File: src/hdl/encoder_speed_controller_assert.svh
// Assertion macros for the encoder speed controller; clk and rst come from the using module.
`ifndef ENCODER_SPEED_CONTROLLER_ASSERT_SVH
`define ENCODER_SPEED_CONTROLLER_ASSERT_SVH

// Same-cycle implication.
`define ESC_ASSERT_IMP(lbl, ante, cons, msg) \
  lbl: assert property (@(posedge clk) disable iff (rst) (ante) |-> (cons)) else $error(msg);

// Next-cycle implication.
`define ESC_ASSERT_NXT(lbl, ante, cons, msg) \
  lbl: assert property (@(posedge clk) disable iff (rst) (ante) |=> (cons)) else $error(msg);

`endif

File: src/hdl/esc_pkg.sv
// Package: types, constants and reset values of the encoder speed controller.
`timescale 1ns / 1ps

package esc_pkg;

  localparam int WHEELS       = 4;
  localparam int TICK_RESULTS = (WHEELS < 4) ? WHEELS : 4;
  localparam int WHEEL_AW     = (WHEELS > 1) ? $clog2(WHEELS) : 1;
  localparam int IDX_W        = (TICK_RESULTS > 1) ? $clog2(TICK_RESULTS) : 1;
  localparam int SIDES        = 2;

  localparam int DIV_W     = 32;
  localparam int DIV_CNT_W = $clog2(DIV_W);

  localparam int CFG_IDX_W  = 3;
  localparam int CFG_DATA_W = 18;

  localparam logic [19:0]        US_PER_S      = 20'd1000000;
  localparam logic signed [12:0] ERR_LIMIT_Q16 = 13'sd3277;

  localparam logic [9:0]  RST_STEP_SIZE          = 10'd10;
  localparam logic [7:0]  RST_GEAR_RATIO         = 8'd1;
  localparam logic [15:0] RST_MAX_WHEEL_TARGET   = 16'd65535;
  localparam logic [15:0] RST_MAX_ENCODER_TARGET = 16'd65535;
  localparam logic [17:0] RST_MAX_DRIVE_Q16      = 18'd216269;
  localparam logic [15:0] RST_RPM_PER_HZ_Q8      = 16'd15360;
  localparam logic [7:0]  RST_DUTY_SCALE         = 8'd77;

  localparam logic SIDE_LEFT  = 1'b0;
  localparam logic SIDE_RIGHT = 1'b1;

  typedef enum logic [1:0] {
    FUNC_EDGE   = 2'd0,
    FUNC_TICK   = 2'd1,
    FUNC_ADJUST = 2'd2,
    FUNC_SET    = 2'd3
  } func_t;

  typedef enum logic [CFG_IDX_W-1:0] {
    REG_STEP_SIZE          = 3'd0,
    REG_GEAR_RATIO         = 3'd1,
    REG_MAX_WHEEL_TARGET   = 3'd2,
    REG_MAX_ENCODER_TARGET = 3'd3,
    REG_MAX_DRIVE_Q16      = 3'd4,
    REG_RPM_PER_HZ_Q8      = 3'd5,
    REG_DUTY_SCALE         = 3'd6
  } cfg_reg_t;

  // Per-wheel memory entry.
  typedef struct packed {
    logic [31:0] period;
    logic [31:0] last_edge;
    logic [17:0] drive;
  } wheel_ent_t;

  // Per-side memory entry.
  typedef struct packed {
    logic [15:0] wheel_target;
    logic [15:0] encoder_target;
  } tgt_ent_t;

  typedef struct packed {
    logic             start;
    logic [DIV_W-1:0] dividend;
    logic [DIV_W-1:0] divisor;
  } div_req_t;

  typedef struct packed {
    logic             busy;
    logic             done;
    logic [DIV_W-1:0] quotient;
  } div_rsp_t;

endpackage

File: src/hdl/esc_if.sv
// Interfaces: command channel and result channel of the encoder speed controller.
`timescale 1ns / 1ps

interface esc_cmd_if;
  logic              valid;
  logic              ready;
  logic [1:0]        func;
  logic [1:0]        wheel;
  logic [31:0]       edge_time;
  logic              side_sel;
  logic signed [7:0] amount;
  logic [15:0]       target_rpm;

  modport source (output valid, func, wheel, edge_time, side_sel, amount, target_rpm,
                  input ready);
  modport sink (input valid, func, wheel, edge_time, side_sel, amount, target_rpm,
                output ready);
endinterface

interface esc_res_if;
  logic        valid;
  logic        ready;
  logic [1:0]  out_wheel;
  logic [7:0]  duty;
  logic [15:0] measured_rpm;
  logic        last;

  modport source (output valid, out_wheel, duty, measured_rpm, last, input ready);
  modport sink (input valid, out_wheel, duty, measured_rpm, last, output ready);
endinterface

File: src/hdl/esc_ram.sv
// Generic single-port-write, single-port-read RAM with registered read data.
`timescale 1ns / 1ps

module esc_ram #(
  parameter int WIDTH = 8,
  parameter int DEPTH = 2,
  localparam int AW = (DEPTH > 1) ? $clog2(DEPTH) : 1
) (
  input  logic             clk,
  input  logic             we,
  input  logic [AW-1:0]    waddr,
  input  logic [WIDTH-1:0] wdata,
  input  logic [AW-1:0]    raddr,
  output logic [WIDTH-1:0] rdata
);

  logic [WIDTH-1:0] mem [DEPTH];

  always_ff @(posedge clk) begin
    if (we) begin
      mem[waddr] <= wdata;
    end
    rdata <= mem[raddr];
  end

endmodule

File: src/hdl/esc_div.sv
// Iterative restoring divider, one quotient bit per cycle.
`timescale 1ns / 1ps

module esc_div
  import esc_pkg::*;
(
  input  logic     clk,
  input  logic     rst,
  input  div_req_t req,
  output div_rsp_t rsp
);

  logic                 busy;
  logic                 done;
  logic [DIV_CNT_W-1:0] cnt;
  logic [DIV_W-1:0]     rem;
  logic [DIV_W-1:0]     quo;
  logic [DIV_W-1:0]     dvs;
  logic [DIV_W:0]       shifted;
  logic [DIV_W:0]       trial;

  assign shifted = {rem, quo[DIV_W-1]};
  assign trial   = shifted - {1'b0, dvs};

  always_ff @(posedge clk) begin
    if (rst) begin
      busy <= 1'b0;
      done <= 1'b0;
      cnt  <= '0;
    end else begin
      done <= 1'b0;
      if (req.start && !busy) begin
        busy <= 1'b1;
        cnt  <= DIV_CNT_W'(DIV_W - 1);
        rem  <= '0;
        quo  <= req.dividend;
        dvs  <= req.divisor;
      end else if (busy) begin
        if (!trial[DIV_W]) begin
          rem <= trial[DIV_W-1:0];
          quo <= {quo[DIV_W-2:0], 1'b1};
        end else begin
          rem <= shifted[DIV_W-1:0];
          quo <= {quo[DIV_W-2:0], 1'b0};
        end
        if (cnt == '0) begin
          busy <= 1'b0;
          done <= 1'b1;
        end else begin
          cnt <= cnt - DIV_CNT_W'(1);
        end
      end
    end
  end

  assign rsp.busy     = busy;
  assign rsp.done     = done;
  assign rsp.quotient = quo;

endmodule

File: src/hdl/encoder_speed_controller.sv
// Top level: four-wheel encoder speed controller with per-wheel and per-side state memories.
//
// Commands arrive on cmd (valid/ready); a transaction is taken when both are high.
// func selects an encoder edge, a control tick, a target adjust or a target set.
// Edge, adjust and set produce no results; a tick produces one result per wheel
// on result (valid/ready), wheels in order, with last set on the final one.
// Registers are written through cfg_we/cfg_index/cfg_data; the user must write them only
// while the block is idle, which the block itself leaves unchecked. Per-wheel state
// (period, last edge time, drive) sits in one RAM, per-side targets in another; each item
// is a read, a modify and a write-back, one item at a time. A tick uses the shared
// divider up to twice per wheel (rpm from period, then relative error).
// cmd.ready is high only while idle. A stalled result holds the tick at its output
// step; the last result sits in the output register while new commands are taken.
// Reset (rst, synchronous) clears the memories' valid bits so all state reads as
// zero, and loads register defaults.
`timescale 1ns / 1ps
`include "encoder_speed_controller_assert.svh"

module encoder_speed_controller
  import esc_pkg::*;
(
  input  logic                  clk,
  input  logic                  rst,
  input  logic                  cfg_we,
  input  logic [CFG_IDX_W-1:0]  cfg_index,
  input  logic [CFG_DATA_W-1:0] cfg_data,
  esc_cmd_if.sink               cmd,
  esc_res_if.source             result
);

  typedef enum logic [4:0] {
    S_IDLE,
    S_EDGE_RD,
    S_EDGE_WR,
    S_ADJ_RD,
    S_ADJ_MUL,
    S_ADJ_SUM,
    S_ADJ_WR,
    S_SET_RD,
    S_SET_WR,
    S_TICK_RD,
    S_TICK_LOAD,
    S_TICK_RPM,
    S_RPM_WAIT,
    S_TICK_ERR,
    S_ERR_WAIT,
    S_TICK_DRIVE,
    S_TICK_WR,
    S_TICK_OUT
  } state_t;

  state_t state;

  // Configuration registers.
  logic [9:0]  step_size;
  logic [7:0]  gear_ratio;
  logic [15:0] max_wheel_target;
  logic [15:0] max_encoder_target;
  logic [17:0] max_drive_q16;
  logic [15:0] rpm_per_hz_q8;
  logic [7:0]  duty_scale;

  // Latched command.
  func_t             func_q;
  logic [1:0]        wheel_q;
  logic [31:0]       edge_time_q;
  logic              side_q;
  logic signed [7:0] amount_q;
  logic [15:0]       target_rpm_q;

  // Working registers.
  logic [IDX_W-1:0]   idx;
  logic [31:0]        period;
  logic [31:0]        last_edge;
  logic [17:0]        drive;
  logic [15:0]        tgt;
  logic [15:0]        wt;
  logic signed [18:0] adj_prod;
  logic [27:0]        num;
  logic [15:0]        rpm;
  logic signed [12:0] err;
  logic [25:0]        duty_prod;

  // Output register.
  logic        res_valid;
  logic [1:0]  res_wheel;
  logic [7:0]  res_duty;
  logic [15:0] res_rpm;
  logic        res_last;

  // Memory valid bits.
  logic [WHEELS-1:0] wheel_vld;
  logic [SIDES-1:0]  tgt_vld;
  logic              wheel_rd_vld;
  logic              tgt_rd_vld;

  // Memory ports.
  logic [WHEEL_AW-1:0]       wheel_addr;
  logic                      wheel_we;
  wheel_ent_t                wheel_wdata;
  logic [$bits(wheel_ent_t)-1:0] wheel_rdata;
  wheel_ent_t                wheel_rd;
  logic                      tick_side;
  logic                      tgt_addr;
  logic                      tgt_we;
  tgt_ent_t                  tgt_wdata;
  logic [$bits(tgt_ent_t)-1:0] tgt_rdata;
  tgt_ent_t                  tgt_rd;

  div_req_t div_req;
  div_rsp_t div_rsp;

  // Datapath.
  logic signed [18:0] adj_mult;
  logic signed [19:0] adj_sum;
  logic [15:0]        adj_clamped;
  logic [15:0]        gear_src;
  logic [23:0]        enc_prod;
  logic [15:0]        enc_clamped;
  logic [35:0]        num_mult;
  logic [15:0]        rpm_sat;
  logic signed [16:0] diff;
  logic signed [21:0] diff20;
  logic signed [21:0] tgt_ext;
  logic               err_hi;
  logic               err_lo;
  logic [15:0]        abs_diff;
  logic signed [12:0] err_div;
  logic signed [19:0] drive_sum;
  logic [17:0]        drive_clamped;
  logic [25:0]        duty_mult;
  logic [7:0]         duty_sat;
  logic               is_last;
  logic               edge_ok;

  // Configuration writes.
  always_ff @(posedge clk) begin
    if (rst) begin
      step_size          <= RST_STEP_SIZE;
      gear_ratio         <= RST_GEAR_RATIO;
      max_wheel_target   <= RST_MAX_WHEEL_TARGET;
      max_encoder_target <= RST_MAX_ENCODER_TARGET;
      max_drive_q16      <= RST_MAX_DRIVE_Q16;
      rpm_per_hz_q8      <= RST_RPM_PER_HZ_Q8;
      duty_scale         <= RST_DUTY_SCALE;
    end else if (cfg_we) begin
      unique case (cfg_index)
        REG_STEP_SIZE:          step_size          <= cfg_data[9:0];
        REG_GEAR_RATIO:         gear_ratio         <= cfg_data[7:0];
        REG_MAX_WHEEL_TARGET:   max_wheel_target   <= cfg_data[15:0];
        REG_MAX_ENCODER_TARGET: max_encoder_target <= cfg_data[15:0];
        REG_MAX_DRIVE_Q16:      max_drive_q16      <= cfg_data[17:0];
        REG_RPM_PER_HZ_Q8:      rpm_per_hz_q8      <= cfg_data[15:0];
        REG_DUTY_SCALE:         duty_scale         <= cfg_data[7:0];
        default: ;
      endcase
    end
  end

  // Memory addressing and write-back.
  assign tick_side  = ((idx == IDX_W'(0)) || (idx == IDX_W'(1))) ? SIDE_RIGHT : SIDE_LEFT;
  assign wheel_addr = (func_q == FUNC_TICK) ? WHEEL_AW'(idx) : WHEEL_AW'(wheel_q);
  assign tgt_addr   = (func_q == FUNC_TICK) ? tick_side : side_q;

  assign wheel_rd = wheel_rd_vld ? wheel_ent_t'(wheel_rdata) : '0;
  assign tgt_rd   = tgt_rd_vld ? tgt_ent_t'(tgt_rdata) : '0;

  assign wheel_we = (state == S_EDGE_WR) || (state == S_TICK_WR);
  assign tgt_we   = (state == S_ADJ_WR) || (state == S_SET_WR);

  always_comb begin
    if (state == S_EDGE_WR) begin
      wheel_wdata.period    = edge_time_q - wheel_rd.last_edge;
      wheel_wdata.last_edge = edge_time_q;
      wheel_wdata.drive     = wheel_rd.drive;
    end else begin
      wheel_wdata.period    = period;
      wheel_wdata.last_edge = last_edge;
      wheel_wdata.drive     = drive;
    end
  end

  assign gear_src    = (state == S_ADJ_WR) ? wt : target_rpm_q;
  assign enc_prod    = gear_src * gear_ratio;
  assign enc_clamped = (enc_prod > {8'd0, max_encoder_target}) ? max_encoder_target
                                                              : enc_prod[15:0];

  always_comb begin
    tgt_wdata.wheel_target   = (state == S_ADJ_WR) ? wt : tgt_rd.wheel_target;
    tgt_wdata.encoder_target = enc_clamped;
  end

  esc_ram #(
    .WIDTH($bits(wheel_ent_t)),
    .DEPTH(WHEELS)
  ) u_wheel_ram (
    .clk  (clk),
    .we   (wheel_we),
    .waddr(wheel_addr),
    .wdata(wheel_wdata),
    .raddr(wheel_addr),
    .rdata(wheel_rdata)
  );

  esc_ram #(
    .WIDTH($bits(tgt_ent_t)),
    .DEPTH(SIDES)
  ) u_tgt_ram (
    .clk  (clk),
    .we   (tgt_we),
    .waddr(tgt_addr),
    .wdata(tgt_wdata),
    .raddr(tgt_addr),
    .rdata(tgt_rdata)
  );

  always_ff @(posedge clk) begin
    if (rst) begin
      wheel_rd_vld <= 1'b0;
      tgt_rd_vld   <= 1'b0;
    end else begin
      wheel_rd_vld <= wheel_vld[wheel_addr];
      tgt_rd_vld   <= tgt_vld[tgt_addr];
    end
  end

  // Adjust arithmetic.
  assign adj_mult = $signed({1'b0, step_size}) * amount_q;
  assign adj_sum  = $signed({4'd0, wt}) + $signed({adj_prod[18], adj_prod});
  always_comb begin
    if (adj_sum[19]) begin
      adj_clamped = '0;
    end else if (adj_sum[18:0] > {3'd0, max_wheel_target}) begin
      adj_clamped = max_wheel_target;
    end else begin
      adj_clamped = adj_sum[15:0];
    end
  end

  // Speed and error arithmetic.
  assign num_mult = US_PER_S * rpm_per_hz_q8;
  assign rpm_sat  = (div_rsp.quotient[31:16] != '0) ? 16'hFFFF : div_rsp.quotient[15:0];
  assign diff     = $signed({1'b0, tgt}) - $signed({1'b0, rpm});
  assign diff20   = {{5{diff[16]}}, diff} * 22'sd20;
  assign tgt_ext  = $signed({6'd0, tgt});
  assign err_hi   = diff20 >= tgt_ext;
  assign err_lo   = (-diff20) >= tgt_ext;
  assign abs_diff = diff[16] ? 16'(-diff) : diff[15:0];
  assign err_div  = diff[16] ? -$signed(div_rsp.quotient[12:0])
                             : $signed(div_rsp.quotient[12:0]);

  assign drive_sum = $signed({2'd0, drive}) + $signed({{7{err[12]}}, err});
  always_comb begin
    if (drive_sum[19]) begin
      drive_clamped = '0;
    end else if (drive_sum[18:0] > {1'b0, max_drive_q16}) begin
      drive_clamped = max_drive_q16;
    end else begin
      drive_clamped = drive_sum[17:0];
    end
  end

  assign duty_mult = drive * duty_scale;
  assign duty_sat  = (duty_prod[25:16] > 10'd255) ? 8'd255 : duty_prod[23:16];
  assign is_last   = (idx == IDX_W'(TICK_RESULTS - 1));
  assign edge_ok   = int'(cmd.wheel) < WHEELS;

  // Divider requests.
  always_comb begin
    div_req.start    = 1'b0;
    div_req.dividend = {4'd0, num};
    div_req.divisor  = period;
    if (state == S_TICK_RPM) begin
      div_req.start = (period != '0);
    end else if (state == S_TICK_ERR) begin
      div_req.start    = (tgt != '0) && !err_hi && !err_lo;
      div_req.dividend = {abs_diff, 16'd0};
      div_req.divisor  = {16'd0, tgt};
    end
  end

  esc_div u_div (
    .clk(clk),
    .rst(rst),
    .req(div_req),
    .rsp(div_rsp)
  );

  // Sequencer.
  always_ff @(posedge clk) begin
    if (rst) begin
      state     <= S_IDLE;
      idx       <= '0;
      res_valid <= 1'b0;
      wheel_vld <= '0;
      tgt_vld   <= '0;
    end else begin
      if (result.ready) begin
        res_valid <= 1'b0;
      end
      if (wheel_we) begin
        wheel_vld[wheel_addr] <= 1'b1;
      end
      if (tgt_we) begin
        tgt_vld[tgt_addr] <= 1'b1;
      end
      unique case (state)
        S_IDLE: begin
          if (cmd.valid) begin
            func_q       <= func_t'(cmd.func);
            wheel_q      <= cmd.wheel;
            edge_time_q  <= cmd.edge_time;
            side_q       <= cmd.side_sel;
            amount_q     <= cmd.amount;
            target_rpm_q <= cmd.target_rpm;
            idx          <= '0;
            unique case (func_t'(cmd.func))
              FUNC_EDGE:   state <= edge_ok ? S_EDGE_RD : S_IDLE;
              FUNC_TICK:   state <= S_TICK_RD;
              FUNC_ADJUST: state <= S_ADJ_RD;
              FUNC_SET:    state <= S_SET_RD;
              default:     state <= S_IDLE;
            endcase
          end
        end
        S_EDGE_RD: state <= S_EDGE_WR;
        S_EDGE_WR: state <= S_IDLE;
        S_ADJ_RD:  state <= S_ADJ_MUL;
        S_ADJ_MUL: begin
          wt       <= tgt_rd.wheel_target;
          adj_prod <= adj_mult;
          state    <= S_ADJ_SUM;
        end
        S_ADJ_SUM: begin
          wt    <= adj_clamped;
          state <= S_ADJ_WR;
        end
        S_ADJ_WR:  state <= S_IDLE;
        S_SET_RD:  state <= S_SET_WR;
        S_SET_WR:  state <= S_IDLE;
        S_TICK_RD: state <= S_TICK_LOAD;
        S_TICK_LOAD: begin
          period    <= wheel_rd.period;
          last_edge <= wheel_rd.last_edge;
          drive     <= wheel_rd.drive;
          tgt       <= tgt_rd.encoder_target;
          num       <= num_mult[35:8];
          state     <= S_TICK_RPM;
        end
        S_TICK_RPM: begin
          if (period == '0) begin
            rpm   <= '0;
            state <= S_TICK_ERR;
          end else begin
            state <= S_RPM_WAIT;
          end
        end
        S_RPM_WAIT: begin
          if (div_rsp.done) begin
            rpm   <= rpm_sat;
            state <= S_TICK_ERR;
          end
        end
        S_TICK_ERR: begin
          if (tgt == '0) begin
            drive <= '0;
            state <= S_TICK_WR;
          end else if (err_hi) begin
            err   <= ERR_LIMIT_Q16;
            state <= S_TICK_DRIVE;
          end else if (err_lo) begin
            err   <= -ERR_LIMIT_Q16;
            state <= S_TICK_DRIVE;
          end else begin
            state <= S_ERR_WAIT;
          end
        end
        S_ERR_WAIT: begin
          if (div_rsp.done) begin
            err   <= err_div;
            state <= S_TICK_DRIVE;
          end
        end
        S_TICK_DRIVE: begin
          drive <= drive_clamped;
          state <= S_TICK_WR;
        end
        S_TICK_WR: begin
          duty_prod <= duty_mult;
          state     <= S_TICK_OUT;
        end
        S_TICK_OUT: begin
          if (!res_valid || result.ready) begin
            res_valid <= 1'b1;
            res_wheel <= 2'(idx);
            res_duty  <= duty_sat;
            res_rpm   <= rpm;
            res_last  <= is_last;
            if (is_last) begin
              state <= S_IDLE;
            end else begin
              idx   <= idx + IDX_W'(1);
              state <= S_TICK_RD;
            end
          end
        end
      endcase
    end
  end

  assign cmd.ready           = (state == S_IDLE);
  assign result.valid        = res_valid;
  assign result.out_wheel    = res_wheel;
  assign result.duty         = res_duty;
  assign result.measured_rpm = res_rpm;
  assign result.last         = res_last;

  `ESC_ASSERT_IMP(a_idle_div_free, cmd.ready, !div_rsp.busy, "command taken while divider busy")
  `ESC_ASSERT_IMP(a_last_wheel, result.valid && result.last,
                  result.out_wheel == 2'(TICK_RESULTS - 1), "last flag on wrong wheel")
  `ESC_ASSERT_NXT(a_out_load, (state == S_TICK_OUT) && !res_valid, res_valid,
                  "free output register not loaded")
  `ESC_ASSERT_IMP(a_drive_clamp, state == S_TICK_WR, drive <= max_drive_q16,
                  "drive written above clamp")

endmodule

File: src/flat_wrapper.sv
// flat-port wrapper written by rule: the top's interface ports become plain ports
module encoder_speed_controller_flat import esc_pkg::*;
  (clk, rst, cfg_we, cfg_index, cfg_data, cmd_valid, cmd_func, cmd_wheel, cmd_edge_time, cmd_side_sel, cmd_amount, cmd_target_rpm, cmd_ready, result_valid, result_out_wheel, result_duty, result_measured_rpm, result_last, result_ready);
  esc_cmd_if cmd_i ();
  esc_res_if result_i ();
  input  logic clk;
  input  logic rst;
  input  logic cfg_we;
  input  logic [CFG_IDX_W-1:0] cfg_index;
  input  logic [CFG_DATA_W-1:0] cfg_data;
  input wire logic [$bits(cmd_i.valid)-1:0] cmd_valid;
  input wire logic [$bits(cmd_i.func)-1:0] cmd_func;
  input wire logic [$bits(cmd_i.wheel)-1:0] cmd_wheel;
  input wire logic [$bits(cmd_i.edge_time)-1:0] cmd_edge_time;
  input wire logic [$bits(cmd_i.side_sel)-1:0] cmd_side_sel;
  input wire logic [$bits(cmd_i.amount)-1:0] cmd_amount;
  input wire logic [$bits(cmd_i.target_rpm)-1:0] cmd_target_rpm;
  output wire logic [$bits(cmd_i.ready)-1:0] cmd_ready;
  output wire logic [$bits(result_i.valid)-1:0] result_valid;
  output wire logic [$bits(result_i.out_wheel)-1:0] result_out_wheel;
  output wire logic [$bits(result_i.duty)-1:0] result_duty;
  output wire logic [$bits(result_i.measured_rpm)-1:0] result_measured_rpm;
  output wire logic [$bits(result_i.last)-1:0] result_last;
  input wire logic [$bits(result_i.ready)-1:0] result_ready;
  assign cmd_i.valid = cmd_valid;
  assign cmd_i.func = cmd_func;
  assign cmd_i.wheel = cmd_wheel;
  assign cmd_i.edge_time = cmd_edge_time;
  assign cmd_i.side_sel = cmd_side_sel;
  assign cmd_i.amount = cmd_amount;
  assign cmd_i.target_rpm = cmd_target_rpm;
  assign cmd_ready = cmd_i.ready;
  assign result_valid = result_i.valid;
  assign result_out_wheel = result_i.out_wheel;
  assign result_duty = result_i.duty;
  assign result_measured_rpm = result_i.measured_rpm;
  assign result_last = result_i.last;
  assign result_i.ready = result_ready;
  encoder_speed_controller u_core (.clk(clk), .rst(rst), .cfg_we(cfg_we), .cfg_index(cfg_index), .cfg_data(cfg_data), .cmd(cmd_i), .result(result_i));
endmodule
File: config.mk
export PLATFORM = sky130hd
export DESIGN_NAME = encoder_speed_controller_flat
export DESIGN_NICKNAME = d
export VERILOG_FILES = /design/src/hdl/esc_pkg.sv /design/src/hdl/esc_if.sv /design/src/hdl/esc_ram.sv /design/src/hdl/esc_div.sv /design/src/hdl/encoder_speed_controller.sv /design/src/flat_wrapper.sv
export VERILOG_INCLUDE_DIRS = /design/src /design/src/hdl
export SDC_FILE = /design/constraint.sdc
export NUM_CORES = 2
export LEC_CHECK = 0
export ABC_AREA = 1
export CAP_MARGIN = 20
export CORE_MARGIN = 3
export CORE_UTILIZATION = 59
export DETAILED_ROUTE_END_ITERATION = 7
export DONT_BUFFER_PORTS = 1
export PLACE_DENSITY = 0.76
export SLEW_MARGIN = 25
export SYNTH_ARGS = -nofsm -noshare
export SYNTH_HDL_FRONTEND = slang
export SYNTH_SLANG_ARGS = --single-unit
File: constraint.sdc
create_clock -name clk -period 9.05 [get_ports clk]
set_clock_uncertainty 0.15 [all_clocks]
set_input_delay 0 -clock clk [delete_from_list [all_inputs] [get_ports clk]]
set_output_delay 0 -clock clk [all_outputs]
set_load 0.02 [all_outputs]
==> run metrics <==
run status completed; Clock transition at path regs ~60 ps; synth cell count leaders nand2_1 (1577), inv_1 (1024), edfxtp_1 (776), ha_1 (464), nor2_1 (421); CP peak stage delay roughly 590 ps; Seq/Total Area, Yosys ~45%; XOR/XNOR Fraction of Synth Area about 2.6%; Mapped Avg Cell Area between 9 and 10 µm²; worst reg2reg startpoint u_core.state[2]$_SDFFE_PP0P_; drt first pass iters 6; Crit Path Category register to register; Final HPWL DP approximately 110000 µm; Post-Synth Adder-Cell Area a little under a fifth; CP Data Required Time a little over 9000 ps; Final setup viols 0; Worst Tran Pin Value about 1000 ps; GRT Util Overall ~29%; Final Slew Violations 0; worst hold slack ~99 ps; FFs w/ async S/R, synth 0%; Cell Rows approximately 120; Ports between 100 and 150; Post-CTS Setup Repair Bufs 0; WP buf/inv 8; drc violations 0; Yosys warnings 0; worst vdd ir between 150 and 200 µV; initial core utilization 59.9%; total wire length roughly 160000 µm; routed len/inst 19.2 µm; Worst setup EP type register; Hold Violations, Final 0; Setup TNS 0 ps; Clk Latency, worst-skew pair between 600 and 700 ps; power per cell area 216 nW/µm²; H-tree depth 3; fillcell total 7858; ys flop type edfxtp_1; syn nets 7425; Crit Path Max Fanout 32; CTS tree done; met3 routed WL between 10000 and 15000 µm; cell taking the most area after synthesis edfxtp_1; initial antenna violation count 6; count leader, synth nand2_1; max_cap viols 0; met2 WL ~76000 µm; placed instance count roughly 7800; register bit total from synthesis roughly 1000; vias in the first global route approximately 46000; Longest Clk Path Bufs 3; worst min path class primary input to register; Max-slew headroom a little under a third; EDFF count, synth approximately 780; share of cells above drive strength 1 under 10%; non-filler instance count after layout a little over 8000; die width between 300 and 400 µm; Mapped Area slightly above 60000 µm²; Vias/cell between 5 and 6; number of CTS-inserted buffers just over 100; simple-gate area share of the yosys netlist 16.4%; via count around 46000; first-pass GRT wire length around 250000 µm; post-synthesis mux area share 0%; Final period util 88.9%; Die ar. between 100000 and 150000 µm²; Worst Setup SP u_core.state[2]$_SDFFE_PP0P_; unrepaired setup endpoints after global routing false; GPL Wtd Cong approximately 0.94; fin util 66.3%; total gr overflow 0; die height 329 µm; Yosys top cell area share between 30 and 40%; top layer in use met5; highest clock rate 0.124 GHz; Layout area overhead 10.6%; top cells by area, synth edfxtp_1 (38%), nand2_1 (9.6%), ha_1 (9.4%); Lkg Pwr between 0.03 and 0.04 µW; largest net degree at the start of global routing 99; Syn Inst Count ~6600; crit-path leading delay family adder cells; largest family of logic cells by synthesized area adder cells; WL met1 about 64000 µm; clock tree root driver cell clkbuf_16; Port Buffers 0; core box area 103000 µm²; crit start category register; Crit-path slowest cell fa_1; Arr. time, crit path around 8300 ps; clk sinks 1005; post-route ant nets 0; Tmin final between 8000 and 9000 ps; Initial DRC Count 4160; Unique masters post-synth 54; Hold Startpoint result_ready; Nets between 7000 and 8000; post-synthesis compound-gate area fraction under 10%
## sequential cells by signal, indices dropped and copies added (netlist names), 18 cells and up
| signal | cells |
|---|---|
| u_core.adj_prod | 19 |
| u_core.drive | 18 |
| u_core.edge_time_q | 32 |
| u_core.last_edge | 32 |
| u_core.max_drive_q16 | 18 |
| u_core.num | 28 |
| u_core.period | 32 |
| u_core.u_div.dvs | 32 |
| u_core.u_div.quo | 32 |
| u_core.u_div.rem | 32 |
| u_core.u_tgt_ram.mem | 64 |
| u_core.u_tgt_ram.rdata | 32 |
| u_core.u_wheel_ram.mem | 328 |
| u_core.u_wheel_ram.rdata | 82 |
## metrics by stage
stage                     power, µW  area (µm²)  setup slack [ps]
after floorplan                9110       61500               670
after global placement        10100       62800              1360
after detailed placement      10200       62800              1100
after CTS                     14600       67900              1060
after global routing          15500       68000               364
final                         14700       68000              1010
## report_power, final
| group | switching [µW] | internal, µW |
|---|---|---|
| clock network | 1840 | 2510 |
| registers | 245 | 5730 |
| logic | 2840 | 1480 |
| total | 4930 | 9730 |
## per-layer routing
layer  vias up  global-route usage [%]
met3       305                    3.98
li1      21896                       -
met4         6                    9.18
met2      1781                    49.6
met5         -                       0
met1     21973                    38.3
## worst paths after layout
path / endpoint / slack [ps] / cells past startpoint
setup / recovery: u_core.u_tgt_ram.mem[0][8]$_DFFE_PP_ / 1010 / 34
hold / removal: u_core.result.valid$_SDFF_PP0_ / 100 / 4
setup reg to reg: u_core.u_tgt_ram.mem[0][8]$_DFFE_PP_ / 1010 / 34
hold reg to reg: u_core.u_tgt_ram.rdata[7]$_DFF_P_ / 270 / 2
## cell families (layout without fill, tap and decap cells)
kind of cell	Yosys count	count (layout)
AO/OA/AOI/OAI	943	943
XOR/XNOR	181	181
adder cells (fa/ha/maj)	753	753
buffers and inverters	1249	1436
flip-flops	1005	1005
other	0	3
AND/OR/NAND/NOR	2454	2454
## cell usage in the layout, fill, tap and decap left out, types with 56 or more instances in the layout
cell / instances
a21oi_1: 309
fa_1: 289
a22oi_1: 148
o211ai_1: 56
o21ai_0: 298
ha_1: 464
edfxtp_1: 776
nor2_1: 407
dlygate4sd3_1: 162
nand2_1: 1575
clkbuf_16: 106
xnor2_1: 66
dfxtp_1: 228
nand3_1: 233
xor2_1: 115
inv_1: 1020
## timing repair
action | 4_1_cts | 5_1_grt
hold buffers | 163 | 0
gates resized for setup | 0 | 0
endpoints found under the hold margin | 529 | 0
## worst register-to-register path, delay by kind of cell, from the launching register on
kind	cells	cell delay [ps]
adder cells (fa/ha/maj)	6	2710
buffers and inverters	8	1650
AND/OR/NAND/NOR	11	1370
AO/OA/AOI/OAI	8	1340
flip-flops	1	350
XOR/XNOR	1	180
## cell type report
| cell class | count | area [µm²] | area share, % |
|---|---|---|---|
| multi-input cells | 4331 | 29000 | 42.6 |
| flip-flops and latches | 1005 | 27900 | 41.0 |
| inverters | 1036 | 3900 | 5.74 |
| clock buffers | 155 | 3000 | 4.41 |
| repair buffers | 209 | 2030 | 2.99 |
| well taps | 1368 | 1710 | 2.52 |
| clock inverters | 36 | 492 | 0.723 |
| diodes | 3 | 7.51 | 0.0110 |
No activity file was read; power rests on OpenSTA's default activity.
